===== src/sv/pcrm_pkg.sv =====
`default_nettype none
// ----------------------------------------------------------------------------
// pcrm_pkg
// Shared types and constants for the crop and red-mask preprocessing pipeline.
// ----------------------------------------------------------------------------
package pcrm_pkg;

    typedef enum logic [1:0] {
        MODE_PASS     = 2'd0,
        MODE_SIMPLE   = 2'd1,
        MODE_HSV      = 2'd2,
        MODE_PASS_ALT = 2'd3
    } t_mode;

    typedef enum logic [2:0] {
        CFG_MODE           = 3'd0,
        CFG_SIMPLE_RED_MIN = 3'd1,
        CFG_SIMPLE_MARGIN  = 3'd2,
        CFG_HUE_LOW_MAX    = 3'd3,
        CFG_HUE_HIGH_MIN   = 3'd4,
        CFG_SAT_MIN        = 3'd5,
        CFG_VALUE_MIN      = 3'd6
    } t_cfg_idx;

    typedef enum logic [1:0] {
        HUE_RED   = 2'd0,
        HUE_GREEN = 2'd1,
        HUE_BLUE  = 2'd2
    } t_hue_base;

    localparam int unsigned CFG_IDX_W  = 3;
    localparam int unsigned CFG_DATA_W = 9;
    localparam int unsigned DIV_STAGES = 4;

    localparam t_mode      RST_MODE           = MODE_HSV;
    localparam logic [7:0] RST_SIMPLE_RED_MIN = 8'd150;
    localparam logic [7:0] RST_SIMPLE_MARGIN  = 8'd60;
    localparam logic [8:0] RST_HUE_LOW_MAX    = 9'd10;
    localparam logic [8:0] RST_HUE_HIGH_MIN   = 9'd348;
    localparam logic [7:0] RST_SAT_MIN        = 8'd110;
    localparam logic [7:0] RST_VALUE_MIN      = 8'd60;

    localparam logic [15:0] RED_CROP    = 16'hF800;
    localparam logic [23:0] RED_FEATURE = 24'hFF0000;

    // Luma weights in 16-bit fixed point.
    localparam logic [15:0] GRAY_KR = 16'd19595;
    localparam logic [15:0] GRAY_KG = 16'd38470;
    localparam logic [15:0] GRAY_KB = 16'd7471;

    localparam logic [8:0] HUE_360 = 9'd360;
    localparam logic [8:0] HUE_120 = 9'd120;
    localparam logic [8:0] HUE_240 = 9'd240;
    localparam logic [7:0] HUE_60  = 8'd60;

    typedef struct packed {
        t_mode      mode;
        logic [7:0] simple_red_min;
        logic [7:0] simple_margin;
        logic [8:0] hue_low_max;
        logic [8:0] hue_high_min;
        logic [7:0] sat_min;
        logic [7:0] value_min;
    } t_cfg;

    // Beat leaving the window stage.
    typedef struct packed {
        logic [15:0] pix;
        logic [7:0]  r;
        logic [7:0]  g;
        logic [7:0]  b;
        logic [7:0]  cx;
        logic [6:0]  cy;
        logic        last;
    } t_front;

    // Sideband that travels alongside the dividers.
    typedef struct packed {
        logic [15:0] pix;
        logic [7:0]  r;
        logic [7:0]  g;
        logic [7:0]  b;
        logic [13:0] idx;
        logic        last;
        logic        simple_red;
        logic [7:0]  mx;
        t_hue_base   hue_base;
        logic        hue_neg;
        logic        hue_zero;
        logic        sat_zero;
        logic [7:0]  gray;
    } t_side;

    typedef struct packed {
        t_side       side;
        logic [23:0] gray_pr;
        logic [23:0] gray_pg;
        logic [23:0] gray_pb;
        logic [15:0] hue_num;
        logic [7:0]  hue_den;
        logic [15:0] sat_num;
        logic [7:0]  sat_den;
    } t_prep;

endpackage
`default_nettype wire


===== src/sv/pixel_crop_red_mask_preprocess.sv =====
`default_nettype none
// ----------------------------------------------------------------------------
// pixel_crop_red_mask_preprocess
// Crops a centred window out of an RGB565 pixel stream and applies a
// pass-through, simple red threshold or HSV red mask with grayscale fallback.
// ----------------------------------------------------------------------------
//  channel  direction  handshake                  payload
//  in       sink       i_in_valid / o_in_ready    i_pixel, i_col, i_row
//  out      source     o_out_valid / i_out_ready  o_disp_pixel, o_feature_rgb,
//                                                 o_crop_index, o_last_of_crop
//  cfg      sink       i_cfg_valid / o_cfg_ready  i_cfg_index, i_cfg_data
//
// One beat enters per clock while o_in_ready is high; a result is valid
// once its beat has passed seven registers: window, operands, four divider
// stages of two quotient bits each, and the output. Beats outside the window
// leave the pipeline at the first stage. Each stage moves when it is empty or
// the next one moves, so a stall at the output fills bubbles before it holds
// back the input. Reset empties the pipeline and loads the register defaults.
// ----------------------------------------------------------------------------
module pixel_crop_red_mask_preprocess
    import pcrm_pkg::*;
#(
    parameter int FRAME_WIDTH  = 160,
    parameter int FRAME_HEIGHT = 120,
    parameter int CROP_WIDTH   = 96,
    parameter int CROP_HEIGHT  = 96
) (
    input  wire logic                  i_clk,
    input  wire logic                  i_rst_n,
    input  wire logic                  i_in_valid,
    output logic                       o_in_ready,
    input  wire logic [15:0]           i_pixel,
    input  wire logic [7:0]            i_col,
    input  wire logic [6:0]            i_row,
    output logic                       o_out_valid,
    input  wire logic                  i_out_ready,
    output logic [15:0]                o_disp_pixel,
    output logic [23:0]                o_feature_rgb,
    output logic [13:0]                o_crop_index,
    output logic                       o_last_of_crop,
    input  wire logic                  i_cfg_valid,
    output logic                       o_cfg_ready,
    input  wire logic [CFG_IDX_W-1:0]  i_cfg_index,
    input  wire logic [CFG_DATA_W-1:0] i_cfg_data
);

    t_cfg   r_cfg;
    t_front front_data;
    logic   front_valid;
    t_prep  prep_data;
    logic   prep_valid;
    logic   en_front;
    logic   en_prep;
    logic   en_back;
    logic   [DIV_STAGES-1:0] en_div;
    logic   [DIV_STAGES-1:0] r_div_valid;
    t_side  r_side [DIV_STAGES];
    t_side  n_side0;
    logic   [7:0] hue_q;
    logic   [7:0] sat_q;
    logic   [23:0] gray_sum;

    // ---- Configuration registers ----
    always_ff @(posedge i_clk) begin
        if (!i_rst_n) begin
            r_cfg.mode           <= RST_MODE;
            r_cfg.simple_red_min <= RST_SIMPLE_RED_MIN;
            r_cfg.simple_margin  <= RST_SIMPLE_MARGIN;
            r_cfg.hue_low_max    <= RST_HUE_LOW_MAX;
            r_cfg.hue_high_min   <= RST_HUE_HIGH_MIN;
            r_cfg.sat_min        <= RST_SAT_MIN;
            r_cfg.value_min      <= RST_VALUE_MIN;
        end else if (i_cfg_valid) begin
            case (i_cfg_index)
                CFG_MODE:           r_cfg.mode           <= t_mode'(i_cfg_data[1:0]);
                CFG_SIMPLE_RED_MIN: r_cfg.simple_red_min <= i_cfg_data[7:0];
                CFG_SIMPLE_MARGIN:  r_cfg.simple_margin  <= i_cfg_data[7:0];
                CFG_HUE_LOW_MAX:    r_cfg.hue_low_max    <= i_cfg_data[8:0];
                CFG_HUE_HIGH_MIN:   r_cfg.hue_high_min   <= i_cfg_data[8:0];
                CFG_SAT_MIN:        r_cfg.sat_min        <= i_cfg_data[7:0];
                CFG_VALUE_MIN:      r_cfg.value_min      <= i_cfg_data[7:0];
                default: begin
                end
            endcase
        end
    end

    assign o_cfg_ready = 1'b1;

    // ---- Stage enables: a stage moves when it is empty or its successor moves ----
    always_comb begin
        en_back = !o_out_valid || i_out_ready;
        en_div[DIV_STAGES-1] = !r_div_valid[DIV_STAGES-1] || en_back;
        for (int s = DIV_STAGES - 2; s >= 0; s--) begin
            en_div[s] = !r_div_valid[s] || en_div[s+1];
        end
        en_prep  = !prep_valid || en_div[0];
        en_front = !front_valid || en_prep;
    end

    assign o_in_ready = en_front;

    pcrm_front #(
        .FRAME_WIDTH  (FRAME_WIDTH),
        .FRAME_HEIGHT (FRAME_HEIGHT),
        .CROP_WIDTH   (CROP_WIDTH),
        .CROP_HEIGHT  (CROP_HEIGHT)
    ) u_front (
        .i_clk   (i_clk),
        .i_rst_n (i_rst_n),
        .i_en    (en_front),
        .i_valid (i_in_valid),
        .i_pixel (i_pixel),
        .i_col   (i_col),
        .i_row   (i_row),
        .o_valid (front_valid),
        .o_data  (front_data)
    );

    pcrm_prep #(
        .CROP_WIDTH (CROP_WIDTH)
    ) u_prep (
        .i_clk   (i_clk),
        .i_rst_n (i_rst_n),
        .i_en    (en_prep),
        .i_valid (front_valid),
        .i_data  (front_data),
        .i_cfg   (r_cfg),
        .o_valid (prep_valid),
        .o_data  (prep_data)
    );

    pcrm_div u_div_hue (
        .i_clk (i_clk),
        .i_en  (en_div),
        .i_num (prep_data.hue_num),
        .i_den (prep_data.hue_den),
        .o_quo (hue_q)
    );

    pcrm_div u_div_sat (
        .i_clk (i_clk),
        .i_en  (en_div),
        .i_num (prep_data.sat_num),
        .i_den (prep_data.sat_den),
        .o_quo (sat_q)
    );

    // The luma sum is finished as the beat enters the divider stages.
    always_comb begin
        gray_sum     = prep_data.gray_pr + prep_data.gray_pg + prep_data.gray_pb;
        n_side0      = prep_data.side;
        n_side0.gray = gray_sum[23:16];
    end

    always_ff @(posedge i_clk) begin
        if (!i_rst_n) begin
            r_div_valid <= '0;
        end else begin
            for (int s = 0; s < DIV_STAGES; s++) begin
                if (en_div[s]) begin
                    r_div_valid[s] <= (s == 0) ? prep_valid
                                               : r_div_valid[(s == 0) ? 0 : s - 1];
                end
            end
        end
    end

    always_ff @(posedge i_clk) begin
        for (int s = 0; s < DIV_STAGES; s++) begin
            if (en_div[s]) begin
                r_side[s] <= (s == 0) ? n_side0 : r_side[(s == 0) ? 0 : s - 1];
            end
        end
    end

    pcrm_back u_back (
        .i_clk          (i_clk),
        .i_rst_n        (i_rst_n),
        .i_en           (en_back),
        .i_valid        (r_div_valid[DIV_STAGES-1]),
        .i_side         (r_side[DIV_STAGES-1]),
        .i_hue_q        (hue_q),
        .i_sat_q        (sat_q),
        .i_cfg          (r_cfg),
        .o_valid        (o_out_valid),
        .o_disp_pixel   (o_disp_pixel),
        .o_feature_rgb  (o_feature_rgb),
        .o_crop_index   (o_crop_index),
        .o_last_of_crop (o_last_of_crop)
    );

endmodule
`default_nettype wire


===== src/sv/pcrm_front.sv =====
`default_nettype none
// ----------------------------------------------------------------------------
// pcrm_front
// Crop window test, window coordinates and RGB565 to RGB888 expansion.
// ----------------------------------------------------------------------------
module pcrm_front
    import pcrm_pkg::*;
#(
    parameter int FRAME_WIDTH  = 160,
    parameter int FRAME_HEIGHT = 120,
    parameter int CROP_WIDTH   = 96,
    parameter int CROP_HEIGHT  = 96
) (
    input  wire logic        i_clk,
    input  wire logic        i_rst_n,
    input  wire logic        i_en,
    input  wire logic        i_valid,
    input  wire logic [15:0] i_pixel,
    input  wire logic [7:0]  i_col,
    input  wire logic [6:0]  i_row,
    output logic             o_valid,
    output t_front           o_data
);

    localparam logic [31:0] FW = 32'(FRAME_WIDTH);
    localparam logic [31:0] FH = 32'(FRAME_HEIGHT);
    localparam logic [31:0] CW = 32'(CROP_WIDTH);
    localparam logic [31:0] CH = 32'(CROP_HEIGHT);
    localparam logic [31:0] SX = (FW >= CW) ? (FW - CW) / 2 : 32'd0;
    localparam logic [31:0] SY = (FH >= CH) ? (FH - CH) / 2 : 32'd0;

    logic        r_valid;
    t_front      r_data;
    logic        n_valid;
    t_front      n_data;
    logic [31:0] col_w;
    logic [31:0] row_w;
    logic [31:0] cx_w;
    logic [31:0] cy_w;
    logic        in_win;
    logic [4:0]  r5;
    logic [5:0]  g6;
    logic [4:0]  b5;

    always_comb begin
        col_w = {24'd0, i_col};
        row_w = {25'd0, i_row};
        cx_w  = col_w - SX;
        cy_w  = row_w - SY;
        // The subtractions only count once the start tests have passed.
        in_win = (col_w < FW) && (row_w < FH) && (col_w >= SX) && (row_w >= SY)
              && (cx_w < CW) && (cy_w < CH);
        r5 = i_pixel[15:11];
        g6 = i_pixel[10:5];
        b5 = i_pixel[4:0];

        n_valid     = i_valid && in_win;
        n_data.pix  = i_pixel;
        n_data.r    = {r5, r5[4:2]};
        n_data.g    = {g6, g6[5:4]};
        n_data.b    = {b5, b5[4:2]};
        n_data.cx   = cx_w[7:0];
        n_data.cy   = cy_w[6:0];
        n_data.last = (cx_w == CW - 32'd1) && (cy_w == CH - 32'd1);
    end

    always_ff @(posedge i_clk) begin
        if (!i_rst_n) begin
            r_valid <= 1'b0;
        end else if (i_en) begin
            r_valid <= n_valid;
        end
    end

    always_ff @(posedge i_clk) begin
        if (i_en) begin
            r_data <= n_data;
        end
    end

    assign o_valid = r_valid;
    assign o_data  = r_data;

endmodule
`default_nettype wire


===== src/sv/pcrm_prep.sv =====
`default_nettype none
// ----------------------------------------------------------------------------
// pcrm_prep
// Channel extremes, divider operands, luma products, simple threshold and
// crop index.
// ----------------------------------------------------------------------------
module pcrm_prep
    import pcrm_pkg::*;
#(
    parameter int CROP_WIDTH = 96
) (
    input  wire logic   i_clk,
    input  wire logic   i_rst_n,
    input  wire logic   i_en,
    input  wire logic   i_valid,
    input  wire t_front i_data,
    input  wire t_cfg   i_cfg,
    output logic        o_valid,
    output t_prep       o_data
);

    localparam logic [31:0] CW32 = 32'(CROP_WIDTH);
    localparam logic [13:0] CW14 = CW32[13:0];

    logic       r_valid;
    t_prep      r_data;
    t_prep      n_data;
    logic       sel_r;
    logic       sel_g;
    logic [7:0] mx;
    logic [7:0] mn;
    logic [7:0] d;
    logic [7:0] op_a;
    logic [7:0] op_b;
    logic [7:0] mag;
    logic [8:0] g_m;
    logic [8:0] b_m;

    always_comb begin
        // Ties go to red first, then green.
        sel_r = (i_data.r >= i_data.g) && (i_data.r >= i_data.b);
        sel_g = !sel_r && (i_data.g >= i_data.b);
        mx = sel_r ? i_data.r : (sel_g ? i_data.g : i_data.b);
        if ((i_data.r <= i_data.g) && (i_data.r <= i_data.b)) begin
            mn = i_data.r;
        end else if (i_data.g <= i_data.b) begin
            mn = i_data.g;
        end else begin
            mn = i_data.b;
        end
        d = mx - mn;

        if (sel_r) begin
            op_a = i_data.g;
            op_b = i_data.b;
        end else if (sel_g) begin
            op_a = i_data.b;
            op_b = i_data.r;
        end else begin
            op_a = i_data.r;
            op_b = i_data.g;
        end
        mag = (op_a < op_b) ? (op_b - op_a) : (op_a - op_b);

        g_m = {1'b0, i_data.g} + {1'b0, i_cfg.simple_margin};
        b_m = {1'b0, i_data.b} + {1'b0, i_cfg.simple_margin};

        n_data.side.pix        = i_data.pix;
        n_data.side.r          = i_data.r;
        n_data.side.g          = i_data.g;
        n_data.side.b          = i_data.b;
        n_data.side.idx        = 14'({7'd0, i_data.cy} * CW14) + {6'd0, i_data.cx};
        n_data.side.last       = i_data.last;
        n_data.side.simple_red = (i_data.r > i_cfg.simple_red_min)
                              && ({1'b0, i_data.r} > g_m) && ({1'b0, i_data.r} > b_m);
        n_data.side.mx         = mx;
        n_data.side.hue_base   = sel_r ? HUE_RED : (sel_g ? HUE_GREEN : HUE_BLUE);
        n_data.side.hue_neg    = op_a < op_b;
        n_data.side.hue_zero   = (d == 8'd0);
        n_data.side.sat_zero   = (mx == 8'd0);
        n_data.side.gray       = 8'd0;

        n_data.gray_pr = {8'd0, GRAY_KR} * {16'd0, i_data.r};
        n_data.gray_pg = {8'd0, GRAY_KG} * {16'd0, i_data.g};
        n_data.gray_pb = {8'd0, GRAY_KB} * {16'd0, i_data.b};
        n_data.hue_num = 16'({8'd0, mag} * {8'd0, HUE_60});
        n_data.hue_den = d;
        n_data.sat_num = {d, 8'd0} - {8'd0, d};
        n_data.sat_den = mx;
    end

    always_ff @(posedge i_clk) begin
        if (!i_rst_n) begin
            r_valid <= 1'b0;
        end else if (i_en) begin
            r_valid <= i_valid;
        end
    end

    always_ff @(posedge i_clk) begin
        if (i_en) begin
            r_data <= n_data;
        end
    end

    assign o_valid = r_valid;
    assign o_data  = r_data;

endmodule
`default_nettype wire


===== src/sv/pcrm_div.sv =====
`default_nettype none
// ----------------------------------------------------------------------------
// pcrm_div
// Pipelined restoring divider: 16-bit dividend, 8-bit divisor, 8-bit quotient,
// two quotient bits per stage. The quotient must be known to fit in 8 bits.
// ----------------------------------------------------------------------------
module pcrm_div
    import pcrm_pkg::*;
(
    input  wire logic                  i_clk,
    input  wire logic [DIV_STAGES-1:0] i_en,
    input  wire logic [15:0]           i_num,
    input  wire logic [7:0]            i_den,
    output logic [7:0]                 o_quo
);

    logic [15:0] r_rem [DIV_STAGES];
    logic [7:0]  r_den [DIV_STAGES];
    logic [7:0]  r_quo [DIV_STAGES];
    logic [15:0] n_rem [DIV_STAGES];
    logic [7:0]  n_quo [DIV_STAGES];

    always_comb begin
        logic [15:0] rem;
        logic [7:0]  den;
        logic [7:0]  quo;
        logic [15:0] shd;
        for (int s = 0; s < DIV_STAGES; s++) begin
            rem = (s == 0) ? i_num : r_rem[(s == 0) ? 0 : s - 1];
            den = (s == 0) ? i_den : r_den[(s == 0) ? 0 : s - 1];
            quo = (s == 0) ? 8'd0  : r_quo[(s == 0) ? 0 : s - 1];
            for (int k = 1; k >= 0; k--) begin
                shd = {8'd0, den} << (2 * (DIV_STAGES - 1 - s) + k);
                if (rem >= shd) begin
                    rem = rem - shd;
                    quo[2 * (DIV_STAGES - 1 - s) + k] = 1'b1;
                end
            end
            n_rem[s] = rem;
            n_quo[s] = quo;
        end
    end

    always_ff @(posedge i_clk) begin
        for (int s = 0; s < DIV_STAGES; s++) begin
            if (i_en[s]) begin
                r_rem[s] <= n_rem[s];
                r_quo[s] <= n_quo[s];
                r_den[s] <= (s == 0) ? i_den : r_den[(s == 0) ? 0 : s - 1];
            end
        end
    end

    assign o_quo = r_quo[DIV_STAGES-1];

endmodule
`default_nettype wire


===== src/sv/pcrm_back.sv =====
`default_nettype none
// ----------------------------------------------------------------------------
// pcrm_back
// Hue reconstruction, red decision, mode selection and the output register.
// ----------------------------------------------------------------------------
module pcrm_back
    import pcrm_pkg::*;
(
    input  wire logic        i_clk,
    input  wire logic        i_rst_n,
    input  wire logic        i_en,
    input  wire logic        i_valid,
    input  wire t_side       i_side,
    input  wire logic [7:0]  i_hue_q,
    input  wire logic [7:0]  i_sat_q,
    input  wire t_cfg        i_cfg,
    output logic             o_valid,
    output logic [15:0]      o_disp_pixel,
    output logic [23:0]      o_feature_rgb,
    output logic [13:0]      o_crop_index,
    output logic             o_last_of_crop
);

    logic        r_valid;
    logic [15:0] r_crop;
    logic [23:0] r_feat;
    logic [13:0] r_idx;
    logic        r_last;
    logic [15:0] n_crop;
    logic [23:0] n_feat;
    logic [8:0]  q9;
    logic [8:0]  hue;
    logic [7:0]  sat;
    logic        hsv_red;

    always_comb begin
        q9 = {1'b0, i_hue_q};
        case (i_side.hue_base)
            HUE_RED: begin
                // A negative quotient that truncates to zero stays at zero.
                if (i_side.hue_neg && (q9 != 9'd0)) begin
                    hue = HUE_360 - q9;
                end else begin
                    hue = q9;
                end
            end
            HUE_GREEN: begin
                hue = i_side.hue_neg ? (HUE_120 - q9) : (HUE_120 + q9);
            end
            HUE_BLUE: begin
                hue = i_side.hue_neg ? (HUE_240 - q9) : (HUE_240 + q9);
            end
            default: begin
                hue = 9'd0;
            end
        endcase
        if (i_side.hue_zero) begin
            hue = 9'd0;
        end
        sat = i_side.sat_zero ? 8'd0 : i_sat_q;
        hsv_red = ((hue <= i_cfg.hue_low_max) || (hue >= i_cfg.hue_high_min))
               && (sat > i_cfg.sat_min) && (i_side.mx > i_cfg.value_min);

        n_crop = i_side.pix;
        n_feat = {i_side.r, i_side.g, i_side.b};
        case (i_cfg.mode)
            MODE_SIMPLE: begin
                if (i_side.simple_red) begin
                    n_crop = RED_CROP;
                    n_feat = RED_FEATURE;
                end
            end
            MODE_HSV: begin
                if (hsv_red) begin
                    n_crop = RED_CROP;
                    n_feat = RED_FEATURE;
                end else begin
                    n_feat = {i_side.gray, i_side.gray, i_side.gray};
                end
            end
            default: begin
                n_crop = i_side.pix;
            end
        endcase
    end

    always_ff @(posedge i_clk) begin
        if (!i_rst_n) begin
            r_valid <= 1'b0;
        end else if (i_en) begin
            r_valid <= i_valid;
        end
    end

    always_ff @(posedge i_clk) begin
        if (i_en) begin
            r_crop <= n_crop;
            r_feat <= n_feat;
            r_idx  <= i_side.idx;
            r_last <= i_side.last;
        end
    end

    assign o_valid        = r_valid;
    assign o_disp_pixel   = r_crop;
    assign o_feature_rgb  = r_feat;
    assign o_crop_index   = r_idx;
    assign o_last_of_crop = r_last;

endmodule
`default_nettype wire


===== config.mk =====
export PLATFORM = sky130hd
export DESIGN_NAME = pixel_crop_red_mask_preprocess
export DESIGN_NICKNAME = d
export VERILOG_FILES = /design/src/sv/pcrm_pkg.sv /design/src/sv/pixel_crop_red_mask_preprocess.sv /design/src/sv/pcrm_front.sv /design/src/sv/pcrm_prep.sv /design/src/sv/pcrm_div.sv /design/src/sv/pcrm_back.sv
export SDC_FILE = /design/constraint.sdc
export NUM_CORES = 2
export LEC_CHECK = 0
export BUFFER_PORTS_ARGS = -buffer_cell sky130_fd_sc_hd__buf_4
export CORE_MARGIN = 5
export CORE_UTILIZATION = 29
export DETAILED_ROUTE_END_ITERATION = 7
export MAX_ROUTING_LAYER = met4
export PLACE_DENSITY_LB_ADDON = 0.25
export SLEW_MARGIN = 20
export SYNTH_ARGS = -nofsm -noshare
export SYNTH_HDL_FRONTEND = slang
export SYNTH_SLANG_ARGS = --single-unit

===== constraint.sdc =====
create_clock -name i_clk -period 10.8 [get_ports i_clk]
set_input_delay 1.62 -clock i_clk [delete_from_list [all_inputs] [get_ports i_clk]]
set_output_delay 1.62 -clock i_clk [all_outputs]
set_load 0.01 [all_outputs]

==> results_dict.tcl <==
set metrics [dict create \
    netlist_instances 3593 \
    share_of_layout_cells_above_drive_strength_1 0.0835 \
    post_synth_num_cell_types 91 \
    global_route.usage.total 0.129 \
    grt_pass1_wl_um 146000 \
    synthArstFlopShare 0 \
    die_w_um 385 \
    worst_pin_slew_ps 1040 \
    worst_r2r_endpoint "u_prep.o_data[45]" \
    worstPathArrival_ps 8760 \
    yosys_most_used_dff "sky130_fd_sc_hd__edfxtp_1" \
    firstDrtPassIters 8 \
    tritoncts "yes" \
    cts_buffers 75 \
    number_of_failing_hold_endpoints_at_the_final_stage 0 \
    overflow_after_grt 0 \
    p_total_mw 16.7 \
    syn-mean-instance-area_um2 11.3 \
    cap_violations 0 \
    grt_max_degree 75 \
    cts_resized 0 \
    static-leakage-power_nw 19.5 \
    critPathCaptureType "flip-flop" \
    post_dp_cell_area_um2 43800 \
    initialDrtViolationCount 1276 \
    cpMostUsedCell "sky130_fd_sc_hd__inv_1" \
    timing.critical_path.required_ps 11190 \
    post-route-worst-setup-slack_ps 2430 \
    critical_path.max_stage_delay_ps 1030 \
    die_h_um 385 \
    layoutNonFillerInstCount 5672 \
    hold_class "flip-flop to flip-flop" \
    most_common_cell_after_layout_fill_and_taps_aside "sky130_fd_sc_hd__edfxtp_1" \
    post_layout_net_count 4381 \
    start_kind "flip-flop" \
    core_area_um2 140000 \
    mappedNetlistNets 4239 \
    root_buffer "sky130_fd_sc_hd__clkbuf_16" \
    fin_skew_ps 35.1 \
    max_freq_mhz 120 \
    drcViolationCount 0 \
    number_of_sinks_on_the_clock_net 653 \
    path_max_fanout 37 \
    top_cells_by_area_synth "sky130_fd_sc_hd__edfxtp_1 (44%), sky130_fd_sc_hd__ha_1 (15%), sky130_fd_sc_hd__fa_1 (5.5%), sky130_fd_sc_hd__inv_1 (3.6%), sky130_fd_sc_hd__xnor2_1 (3.2%)" \
    layout-area-overhead-vs-synth_pct 13.5 \
    gp_congestion 0.832 \
    design.portCount 106 \
    synth_sequential_area_ratio 0.467 \
    detail-route-antenna-nets 0 \
    r2r_setup_slack_ps 2430 \
    ctsHtreeMaxLevel 3 \
    syn-cell-area_um2 40700 \
    final_max_slew_viol_count 0 \
    antenna_found_initial 3 \
    finalSetupViolations 0 \
    cts-root-to-sink-buffers 3 \
    reg2regPathDepth 32 \
    floorplan.die_area_um2 148000 \
    initial_utilization 0.292 \
    dpl.hpwl_um 71500 \
    placed_cells 5534 \
    area_fraction_of_the_dominant_cell_type_after_synthesis 0.438 \
    vias_per_cell 4.61 \
    yosysTopAreaCell "sky130_fd_sc_hd__edfxtp_1" \
    cellPowerDensity_nw_per_um2 362 \
    path_class "flip-flop to flip-flop" \
    run_status "finished clean" \
    route.final.wire_length_um 92900 \
    clkLatencyLatePin_ps 670 \
    yosysWarningCount 0 \
    timing.critical_path.from "u_front.o_data[25]" \
    clkSlewWorstSetupHoldPaths_ps 60 \
    fp-row-count 137 \
    fillers 14000 \
    rsz0062_at_grt "no" \
    io_buffers 104 \
    slew_headroom 0.308 \
    critical-path-slowest-cell "sky130_fd_sc_hd__edfxtp_1" \
    cts_setup_buffers 0 \
    post_drt_wl_per_cell_um 16.4 \
    fin_setup_tns_ps 0 \
    mostFrequentLayoutCells "sky130_fd_sc_hd__edfxtp_1 (594), sky130_fd_sc_hd__ha_1 (487), sky130_fd_sc_hd__inv_1 (385)" \
    grt_pass1_vias 26300 \
    worst_ir_drop_vdd_uv 419 \
    ctsHoldBuffers 0 \
    preCtsSetupSlack_ps 2140 \
    synth_enable_flop_cells 594 \
    finalCriticalPeriod_ps 8370 \
    route.vias.total 26200 \
    worst_setup_path_endpoint "u_prep.o_data[45]" \
    layout_worst_path_cycle_share 0.775 \
    ys_seq_elements 653 \
    layout.cell_area.non_filler_um2 46200 \
    worstReg2RegStart "u_front.o_data[25]" \
]
[sequential cells by signal, indices dropped and copies added (netlist names)]
signal                 flops
u_div_sat.r_quo           20
u_back.o_crop_index       14
u_front.o_data            32
u_back.o_valid             1
u_div_hue.r_den           24
r_side                   198
u_back.o_disp_pixel       16
r_div_valid                4
u_div_sat.r_rem           45
u_front.o_valid            1
u_div_sat.r_den           14
u_prep.o_valid             1
u_div_hue.r_rem           42
r_cfg                     52
u_back.o_last_of_crop      1
u_back.o_feature_rgb      24
u_div_hue.r_quo           20
u_prep.o_data            144
[power breakdown]
group	leakage, nW	internal (mW)	switching (mW)
Combinational	11.5	4.36	5.22
Sequential	6.78	4.15	0.513
Clock	1.16	1.40	1.08
Total	19.5	9.91	6.81
[how the worst min path moves through the flow]
stage                            start             to  depth (start not counted)
finish              u_prep.o_data[132]  r_side[0][12]                          0
global route        u_prep.o_data[131]  r_side[0][11]                          0
CTS                 u_prep.o_data[132]  r_side[0][12]                          0
detailed placement  u_prep.o_data[142]  r_side[0][22]                          0
global placement          r_side[1][6]   r_side[2][6]                          0
floorplan           u_prep.o_data[130]  r_side[0][10]                          0
[layout make-up]
| class | instances | area (um^2) | area share |
|---|---|---|---|
| Multi-Input combinational cell | 2492 | 20000 | 0.433 |
| Sequential cell | 653 | 19000 | 0.411 |
| Tap cell | 1876 | 2350 | 0.0508 |
| Clock buffer | 92 | 1970 | 0.0426 |
| Inverter | 391 | 1480 | 0.0320 |
| Timing Repair Buffer | 122 | 916 | 0.0198 |
| Clock inverter | 45 | 475 | 0.0103 |
| Antenna cell | 1 | 2.50 | 0.0000541 |
[synth_stat cells, drive strengths merged (6+ instances only)]
cell type / number
edfxtp: 594
o41ai: 9
o21bai: 28
nor2: 237
nand2: 220
o21ai: 159
a21boi: 49
and3: 11
or4: 9
o2111ai: 10
or3: 19
nand2b: 39
or2: 19
nor2b: 66
inv: 390
a211oi: 29
nor4: 12
xnor2: 150
o211ai: 32
mux2i: 26
ha: 487
a31oi: 23
mux2: 43
o21a: 60
nand3: 48
buf: 16
nor3b: 6
o31ai: 15
clkbuf: 41
a21oi: 220
a21o: 60
nand3b: 7
fa: 111
nand4: 46
xor2: 49
o22ai: 13
and2: 28
nor3: 58
o31a: 6
dfxtp: 59
a22o: 18
[kinds of logic after synthesis]
kind of cell,after synthesis,share of synthesized area
and+or+nand+nor,836,0.0996
DFF,653,0.467
adders and majority gates,598,0.204
muxes,69,0.0185
AOI/OAI and AO/OA,788,0.125
xor gates and xnor gates,200,0.0434
other,1,0.0000921
buffers and inverters,448,0.0419
[metal layers]
metal / track usage / up-vias / share of wire
met5: - / - / 0
met4: 0.0425 / 0 / 0.029
met3: 0.0167 / 158 / 0.033
met2: 0.212 / 381 / 0.47
met1: 0.164 / 12400 / 0.47
li1: - / 13300 / -
[worst max-delay path: cells and delay by family (launching register included)]
kind,cells,cell delay (ps)
xor+xnor,2,460
fa+ha+maj,6,2250
flops,1,1030
simple gates,1,130
buf+inv,6,1050
compound gates,16,2980
mux,1,190
[per-stage QoR]
stage,util,hold WS [ps]
after detailed placement,0.314,405
after CTS,0.331,385
after floorplan,-,400
after global routing,0.331,396
after global placement,0.314,400
final,0.331,387
No activity file was read; power rests on OpenSTA's default activity.
